==> src/rtl/core/lism_pkg.sv <==
// Shared types and constants for the loop interval statistics monitor.
// Used by lism_ctrl, lism_dp and the top level; depends on nothing else.
`default_nettype none

package lism_pkg;

  // Register indexes on the configuration port
  localparam logic CFG_MEAS_MODE     = 1'b0;
  localparam logic CFG_PERIOD_LENGTH = 1'b1;

  // Measurement modes
  localparam logic [1:0] MODE_OFF = 2'd0;
  localparam logic [1:0] MODE_MIN = 2'd1;
  localparam logic [1:0] MODE_MAX = 2'd2;
  localparam logic [1:0] MODE_AVG = 2'd3;

  // Result kinds
  localparam logic [1:0] KIND_MIN = 2'd0;
  localparam logic [1:0] KIND_MAX = 2'd1;
  localparam logic [1:0] KIND_AVG = 2'd2;

  // Input item function
  localparam logic FUNC_TICK    = 1'b0;
  localparam logic FUNC_RESTART = 1'b1;

  localparam logic [31:0] ALL_ONES     = 32'hFFFF_FFFF;
  localparam logic [31:0] PERIOD_RESET = 32'd1_000_000;
  localparam logic [4:0]  DIV_LAST     = 5'd31;

  // Commands from controller to datapath
  typedef struct packed {
    logic load_in;
    logic restart;
    logic update;
    logic div_start;
    logic emit;
  } dp_cmd_t;

  // Status from datapath to controller
  typedef struct packed {
    logic is_restart;
    logic report_due;
    logic div_done;
  } dp_stat_t;

endpackage

`default_nettype wire

==> src/rtl/core/lism_ctrl.sv <==
// Controller state machine of the interval statistics monitor.
// Sequences one transaction at a time and owns the result valid flag; uses lism_pkg.
`default_nettype none

module lism_ctrl (
  input  wire logic              clk,
  input  wire logic              rst,
  input  wire logic [1:0]        meas_mode,
  input  wire logic              s_tvalid,
  output logic                   s_tready,
  output logic                   m_tvalid,
  input  wire logic              m_tready,
  input  wire lism_pkg::dp_stat_t stat,
  output lism_pkg::dp_cmd_t      cmd
);
  import lism_pkg::*;

  typedef enum logic [2:0] {
    ST_IDLE,
    ST_EVAL,
    ST_DECIDE,
    ST_DIV,
    ST_EMIT
  } state_t;

  state_t state;
  state_t state_next;
  logic   out_free;
  logic   in_accept;

  assign s_tready  = (state == ST_IDLE);
  assign in_accept = s_tvalid && s_tready;
  assign out_free  = !m_tvalid || m_tready;

  // Next state and datapath commands
  always_comb begin
    state_next    = state;
    cmd           = '0;
    cmd.load_in   = in_accept;
    unique case (state)
      ST_IDLE: begin
        if (in_accept) state_next = ST_EVAL;
      end
      ST_EVAL: begin
        if (stat.is_restart) begin
          cmd.restart = 1'b1;
          state_next  = ST_IDLE;
        end else if (meas_mode == MODE_OFF) begin
          state_next = ST_IDLE;
        end else begin
          cmd.update = 1'b1;
          state_next = ST_DECIDE;
        end
      end
      ST_DECIDE: begin
        if (!stat.report_due) begin
          state_next = ST_IDLE;
        end else if (meas_mode == MODE_AVG) begin
          cmd.div_start = 1'b1;
          state_next    = ST_DIV;
        end else begin
          state_next = ST_EMIT;
        end
      end
      ST_DIV: begin
        if (stat.div_done) state_next = ST_EMIT;
      end
      ST_EMIT: begin
        if (out_free) begin
          cmd.emit   = 1'b1;
          state_next = ST_IDLE;
        end
      end
      default: state_next = ST_IDLE;
    endcase
  end

  // State and result valid flag
  always_ff @(posedge clk) begin
    if (rst) begin
      state    <= ST_IDLE;
      m_tvalid <= 1'b0;
    end else begin
      state <= state_next;
      if (cmd.emit) begin
        m_tvalid <= 1'b1;
      end else if (m_tready) begin
        m_tvalid <= 1'b0;
      end
    end
  end

`ifndef ASSERT_OFF
  // A result is loaded only when the output register is free
  a_emit_free: assert property (@(posedge clk) disable iff (rst)
    cmd.emit |-> (!m_tvalid || m_tready))
    else $error("result loaded over a pending transaction");

  // One item at a time: no transaction directly after an accepted one
  a_one_item: assert property (@(posedge clk) disable iff (rst)
    in_accept |=> !s_tready)
    else $error("input accepted while an item is in progress");

  // The divider is started only for an average report
  a_div_mode: assert property (@(posedge clk) disable iff (rst)
    cmd.div_start |-> (meas_mode == MODE_AVG && stat.report_due))
    else $error("divider started outside an average report");
`endif

endmodule

`default_nettype wire

==> src/rtl/core/lism_dp.sv <==
// Datapath of the interval statistics monitor: statistics registers,
// period check, 32-step restoring divider and result register. Uses lism_pkg.
`default_nettype none

module lism_dp (
  input  wire logic                 clk,
  input  wire logic                 rst,
  input  wire logic [1:0]           meas_mode,
  input  wire logic [31:0]          period_length,
  input  wire logic                 in_func,
  input  wire logic [31:0]          in_now,
  input  wire lism_pkg::dp_cmd_t    cmd,
  output lism_pkg::dp_stat_t        stat,
  output logic [31:0]               stat_value,
  output logic [1:0]                stat_kind
);
  import lism_pkg::*;

  logic        item_func;
  logic [31:0] item_now;
  logic [31:0] last_tick_time;
  logic [31:0] period_start;
  logic [31:0] tick_count;
  logic [31:0] interval_sum;
  logic [31:0] min_interval;
  logic [31:0] max_interval;
  logic        report_due;

  logic [31:0] div_q;
  logic [31:0] div_rem;
  logic [31:0] div_den;
  logic [4:0]  div_cnt;
  logic        div_busy;

  logic [31:0] gap;
  logic [31:0] elapsed;
  logic [32:0] rem_sh;
  logic        rem_ge;
  logic [32:0] rem_sub;
  logic [31:0] report_value;

  assign gap     = item_now - last_tick_time;
  assign elapsed = item_now - period_start;

  // One restoring division step
  assign rem_sh  = {div_rem, div_q[31]};
  assign rem_ge  = (rem_sh >= {1'b0, div_den});
  assign rem_sub = rem_sh - {1'b0, div_den};

  // Statistic selected by the mode
  always_comb begin
    case (meas_mode)
      MODE_MIN: report_value = min_interval;
      MODE_MAX: report_value = max_interval;
      default:  report_value = div_q;
    endcase
  end

  assign stat.is_restart = (item_func == FUNC_RESTART);
  assign stat.report_due = report_due;
  assign stat.div_done   = div_busy && (div_cnt == DIV_LAST);

  // Input latch
  always_ff @(posedge clk) begin
    if (cmd.load_in) begin
      item_func <= in_func;
      item_now  <= in_now;
    end
  end

  // Statistics and period bookkeeping
  always_ff @(posedge clk) begin
    if (rst) begin
      last_tick_time <= '0;
      period_start   <= '0;
      tick_count     <= '0;
      interval_sum   <= '0;
      min_interval   <= ALL_ONES;
      max_interval   <= '0;
      report_due     <= 1'b0;
    end else if (cmd.restart || cmd.emit) begin
      period_start <= item_now;
      tick_count   <= '0;
      interval_sum <= '0;
      min_interval <= ALL_ONES;
      max_interval <= '0;
    end else if (cmd.update) begin
      last_tick_time <= item_now;
      tick_count     <= tick_count + 32'd1;
      interval_sum   <= interval_sum + gap;
      if (gap < min_interval) min_interval <= gap;
      if (gap > max_interval) max_interval <= gap;
      report_due <= (elapsed >= period_length);
    end
  end

  // Serial divider: sum / count, one quotient bit a cycle
  always_ff @(posedge clk) begin
    if (rst) begin
      div_busy <= 1'b0;
      div_cnt  <= '0;
    end else if (cmd.div_start) begin
      div_busy <= 1'b1;
      div_cnt  <= '0;
    end else if (div_busy) begin
      div_cnt <= div_cnt + 5'd1;
      if (div_cnt == DIV_LAST) div_busy <= 1'b0;
    end
  end

  always_ff @(posedge clk) begin
    if (cmd.div_start) begin
      div_q   <= interval_sum;
      div_den <= tick_count;
      div_rem <= '0;
    end else if (div_busy) begin
      div_q   <= {div_q[30:0], rem_ge};
      div_rem <= rem_ge ? rem_sub[31:0] : rem_sh[31:0];
    end
  end

  // Result register
  always_ff @(posedge clk) begin
    if (cmd.emit) begin
      stat_value <= report_value;
      stat_kind  <= meas_mode - 2'd1;
    end
  end

`ifndef ASSERT_OFF
  // With at least one tick in the period the minimum never exceeds the maximum
  a_min_le_max: assert property (@(posedge clk) disable iff (rst)
    (tick_count != 32'd0) |-> (min_interval <= max_interval))
    else $error("minimum above maximum");

  // The divider counts one step per cycle while busy
  a_div_count: assert property (@(posedge clk) disable iff (rst)
    (div_busy && !stat.div_done && !cmd.div_start) |=>
      (div_cnt == 5'($past(div_cnt) + 5'd1)))
    else $error("divider step counter slipped");

  // A fresh period has empty statistics
  a_clear: assert property (@(posedge clk) disable iff (rst)
    (cmd.restart || cmd.emit) |=> (tick_count == 32'd0 && max_interval == 32'd0))
    else $error("statistics not cleared at period start");
`endif

endmodule

`default_nettype wire

==> src/rtl/core/loop_interval_stats_monitor.sv <==
// Loop interval statistics monitor: top level, configuration registers and
// the controller/datapath pair. Depends on lism_pkg, lism_ctrl and lism_dp.
//
// Each tick (s_tuser = 0, timestamp in s_tdata) outside mode off measures
// the interval since the previous tick and keeps the minimum, maximum, sum
// and count; once the period length has elapsed since the period start, one
// result leaves on the master side (m_tdata = value, m_tuser = kind) and a
// new period begins. A restart item (s_tuser = 1) clears the statistics and
// restarts the period at its timestamp. Items are taken one at a time; an
// average report first runs the 32-step serial divider. The result register
// frees the input side, so the next item is accepted while a result still
// waits; only a second report waits for the first to be taken. Configuration
// is written through cfg_we/cfg_index/cfg_wdata by the user only while idle;
// the block itself does not enforce this.
`default_nettype none

module loop_interval_stats_monitor (
  input  wire logic        clk,
  input  wire logic        rst,
  // Configuration write port
  input  wire logic        cfg_we,
  input  wire logic        cfg_index,
  input  wire logic [31:0] cfg_wdata,
  // Input stream
  input  wire logic        s_tvalid,
  output logic             s_tready,
  input  wire logic [31:0] s_tdata,   // [31:0] now_us
  input  wire logic        s_tuser,   // [0] func
  // Result stream
  output logic             m_tvalid,
  input  wire logic        m_tready,
  output logic [31:0]      m_tdata,   // [31:0] stat_value
  output logic [1:0]       m_tuser    // [1:0] stat_kind
);
  import lism_pkg::*;

  logic [1:0]  meas_mode;
  logic [31:0] period_length;
  dp_cmd_t     cmd;
  dp_stat_t    stat;

  // Configuration registers
  always_ff @(posedge clk) begin
    if (rst) begin
      meas_mode     <= MODE_OFF;
      period_length <= PERIOD_RESET;
    end else if (cfg_we) begin
      unique case (cfg_index)
        CFG_MEAS_MODE:     meas_mode     <= cfg_wdata[1:0];
        CFG_PERIOD_LENGTH: period_length <= cfg_wdata;
        default: ;
      endcase
    end
  end

  lism_ctrl u_ctrl (
    .clk       (clk),
    .rst       (rst),
    .meas_mode (meas_mode),
    .s_tvalid  (s_tvalid),
    .s_tready  (s_tready),
    .m_tvalid  (m_tvalid),
    .m_tready  (m_tready),
    .stat      (stat),
    .cmd       (cmd)
  );

  lism_dp u_dp (
    .clk           (clk),
    .rst           (rst),
    .meas_mode     (meas_mode),
    .period_length (period_length),
    .in_func       (s_tuser),
    .in_now        (s_tdata),
    .cmd           (cmd),
    .stat          (stat),
    .stat_value    (m_tdata),
    .stat_kind     (m_tuser)
  );

endmodule

`default_nettype wire
==> config.mk <==
export PLATFORM = sky130hd
export DESIGN_NAME = loop_interval_stats_monitor
export DESIGN_NICKNAME = d
export VERILOG_FILES = /design/src/rtl/core/lism_pkg.sv /design/src/rtl/core/lism_ctrl.sv /design/src/rtl/core/lism_dp.sv /design/src/rtl/core/loop_interval_stats_monitor.sv
export SDC_FILE = /design/constraint.sdc
export NUM_CORES = 1
export LEC_CHECK = 0
export BUFFER_PORTS_ARGS = -buffer_cell sky130_fd_sc_hd__buf_2
export CAP_MARGIN = 30
export CORE_MARGIN = 2
export CORE_UTILIZATION = 30
export DETAILED_ROUTE_END_ITERATION = 10
export GPL_ROUTABILITY_DRIVEN = 0
export GPL_TIMING_DRIVEN = 0
export SKIP_LAST_GASP = 1
export SLEW_MARGIN = 20
export SYNTH_ARGS = -nofsm -noshare
export SYNTH_HDL_FRONTEND = slang
export SYNTH_SLANG_ARGS = --single-unit
==> constraint.sdc <==
create_clock -name clk -period 7.4 [get_ports clk]
set_clock_uncertainty 0.15 [all_clocks]
set_input_delay 0.37 -clock clk [delete_from_list [all_inputs] [get_ports clk]]
set_output_delay 0.37 -clock clk [all_outputs]
set_load 0.03 [all_outputs]
==> run_results.csv <==
group,metric,value,unit
timing,fin_crit_sh,93.7,%
clock_tree,cts_buffers,47,
logic_synthesis,ys_types,79,
logic_synthesis,synth_edf_count,131,
timing,fin_setup_tns,0,ns
logic_synthesis,synthCells,2732,
critical_path,crit_fanout,10,
finish,final_common_cell,"nand2_1",
logic_synthesis,synth_fp_nets,3034,
finish,area_growth_syn_to_layout,18.1,%
logic_synthesis,yosys_warnings,0,
finish,final_cell_count_no_fill,4053,
clock_tree,cts.sinks,400,
critical_path,critPathMaxStageDelay,0.47,ns
routing,wl_per_cell,16.9,µm
floorplanning,die_x,286,µm
routing,wl_met2,33000,µm
min_path,holdPathEnd,"u_ctrl.state[2]$_SDFFE_PP0P_",
clock_tree,path_clk_slew,0.06,ns
place,port_buffers,106,
timing,setup_slack,0.466,ns
global_routing,grt_overflow,0,
finish,drive_gt1_share,7.69,%
critical_path,rrSetupSlack,0.47,ns
timing,max_freq,144,MHz
routing,met1_length,29800,µm
finish,num-nets-final,3266,
timing,slew-limit-headroom,27.3,%
global_routing,grt_pass1_wl,107000,µm
place,place_ws,0.479,ns
place,dp.cells,3897,
floorplanning,row_count,103,
min_path,hold_path_depth,4,
timing,hold_violations,0,
power,irDropWorstVdd,0.168,mV
routing,drtIter0Drc,1361,
logic_synthesis,async_flop_share,0,%
clock_tree,cts_setup_buffers,0,
critical_path,reg2regPathDepth,25,
timing,rsz0062_at_grt,"false",
routing,top_layer,"met4",
routing,wl_met3,3370,µm
min_path,hold_class,"in2reg",
floorplanning,core,0.0787,mm²
global_routing,grt_antenna_before_repair,1,
run_status,status,"finished clean",
place,place_hpwl,52500,µm
critical_path,reg2reg_to,"u_dp.min_interval[11]$_SDFFE_PP1P_",
global_routing,grt_pass1_vias,19300,
clock_tree,clk_path_buf_depth,3,
clock_tree,root_buffer,"clkbuf_16",
critical_path,crit_family,"simple AND/OR/NAND/NOR gates",
logic_synthesis,ys.flop_type,"dfxtp_1",
power,p_leak,11.6,nW
floorplanning,initial_core_util,30.2,%
global_routing,track_usage,16.5,%
timing,slew_violations,0,
power,p_per_area,215,mW/mm²
routing,viasPerCell,4.94,
critical_path,worstSetupPathType,"reg2reg",
routing,drc_errors,0,
critical_path,start_kind,"flop",
critical_path,critPathSlowestCell,"or3_1",
timing,setup_viol,0,
critical_path,cp-end-kind,"flop",
logic_synthesis,yosysSeqAreaShare,39.2,%
timing,tightest_slew,1.08,ns
min_path,min-delay-start,"m_tready",
routing,wl,68500,µm
clock_tree,cts_tree,"yes",
routing,vias,20000,
routing,drtPass1Iterations,7,
critical_path,required,7.69,ns
floorplanning,die_h,286,µm
critical_path,arrival,7.23,ns
timing,post-route-min-period,6.93,ns
finish,layout_common_cells,"377 x nand2_1, 287 x a21oi_1, 269 x dfxtp_1, 228 x inv_1, 227 x ha_1",
logic_synthesis,syn-cell-area,0.0238,mm²
power,p_total,6.03,mW
critical_path,crit_top_cell,"nand4_1",
clock_tree,clock_latency,0.60,ns
finish,diodes,0,
critical_path,reg2reg_from,"u_dp.item_now[0]$_DFFE_PP_",
routing,postRouteAntennaNets,0,
clock_tree,h-tree-depth,2,
global_routing,grt_max_degree,34,
floorplanning,io_pins,107,
logic_synthesis,syn_area_per_cell,8.71,µm²
logic_synthesis,synth-seq-cells,400,
critical_path,worst-path-buf-inv,3,
flow_run,drv_cap,0,
floorplanning,design.die.area,0.0816,mm²
-- worst max-delay path by stage --
stage	start	to	slack [ns]	cells past startpoint
3_5_place_dp	u_dp.item_now[0]$_DFFE_PP_	u_dp.min_interval[9]$_SDFFE_PP1P_	0.48	25
2_1_floorplan	u_dp.item_now[0]$_DFFE_PP_	u_dp.min_interval[10]$_SDFFE_PP1P_	2.04	25
3_3_place_gp	u_dp.item_now[0]$_DFFE_PP_	u_dp.min_interval[12]$_SDFFE_PP1P_	0.49	25
4_1_cts	u_dp.item_now[0]$_DFFE_PP_	u_dp.min_interval[11]$_SDFFE_PP1P_	0.43	25
5_1_grt	u_dp.item_now[0]$_DFFE_PP_	u_dp.min_interval[23]$_SDFFE_PP1P_	0.05	25
6_report	u_dp.item_now[0]$_DFFE_PP_	u_dp.min_interval[11]$_SDFFE_PP1P_	0.47	25
-- metrics by stage --
stage | utilization, % | area, µm² | hold WS, ns
after floorplan | - | 23800 | 0.267
after global placement | 32.5 | 25600 | 0.293
after detailed placement | 32.7 | 25700 | 0.297
after CTS | 35.7 | 28100 | 0.0371
after global routing | 35.7 | 28100 | 0.0867
final | 35.7 | 28100 | 0.0901
-- cell families (layout without fill, tap and decap cells) --
| kind of cell | count (synthesis) | in the layout | share of synthesized area, % |
|---|---|---|---|
| buffers and inverters | 334 | 605 | 5.33 |
| flip-flops | 400 | 400 | 39.2 |
| multiplexers | 105 | 105 | 4.42 |
| XOR/XNOR | 133 | 133 | 4.90 |
| adder cells (fa/ha/maj) | 231 | 231 | 12.3 |
| AND/OR/NAND/NOR | 841 | 841 | 15.8 |
| AO/OA/AOI/OAI | 688 | 688 | 18.1 |
-- power breakdown --
part / total [mW] / internal [mW] / switching [mW]
sequential: 2.39 / 2.33 / 0.0606
clock: 2.47 / 1.48 / 0.982
combinational: 1.18 / 0.478 / 0.699
total: 6.03 / 4.29 / 1.74
-- timing repair --
item	in CTS	in global routing
gates resized for setup	0	0
endpoints found under the hold margin	68	0
hold buffers	68	0
-- worst reg2reg max path, stage by stage, from the launching register on --
cell,delay [ns]
edfxtp_1,0.45
inv_1,0.13
ha_1,0.16
inv_1,0.05
fa_1,0.40
a21o_1,0.19
a31o_2,0.24
a21oi_1,0.36
a211oi_1,0.21
o2111ai_1,0.36
a21oi_1,0.21
a41o_1,0.32
nand4_1,0.12
o41ai_2,0.11
or2_2,0.37
ha_1,0.31
nand4_1,0.12
or3_1,0.47
nor2_1,0.25
nand4_1,0.15
nor4_1,0.47
a211oi_2,0.23
nand2_2,0.28
buf_2,0.37
mux2i_1,0.24
nand2_1,0.09
-- synth_stat cells, types with 7 or more instances --
master	n	area (µm²)
a211oi_1	17	128
a21o_1	98	736
a21oi_1	287	1440
a22oi_1	31	233
a31oi_1	15	93.8
and2_1	11	68.8
and3_1	24	150
buf_2	9	45.0
clkbuf_1	89	334
dfxtp_1	269	5390
edfxtp_1	131	3930
ha_1	227	2840
inv_1	229	860
mux2i_1	105	1050
nand2_1	377	1420
nand2b_1	23	144
nand3_1	48	240
nand3b_1	10	75.1
nand4_1	37	231
nor2_1	220	826
nor2b_1	18	113
nor3_1	26	130
o211ai_1	13	97.6
o21a_1	17	128
o21ai_0	104	521
o21ai_1	7	35.0
o21bai_1	18	135
o31ai_1	10	75.1
or3_1	15	93.8
xnor2_1	84	736
xor2_1	49	429
-- final cells by class --
type,instances,area (µm²)
Buffer,105,410
Clock buffer,65,1340
Sequential cell,400,9320
Clock inverter,23,323
Tap cell,1050,1310
Timing Repair Buffer,183,1320
Fill cell,8074,50700
Inverter,229,860
Multi-Input combinational cell,1998,13200
-- layer usage --
| metal | up-vias | global-route usage [%] |
|---|---|---|
| met5 | - | 0 |
| li1 | 10100 | - |
| met4 | 0 | 5.52 |
| met1 | 9409 | 20.8 |
| met3 | 122 | 2.55 |
| met2 | 440 | 28.7 |
Note: power is estimated with default switching activity, not from simulation.
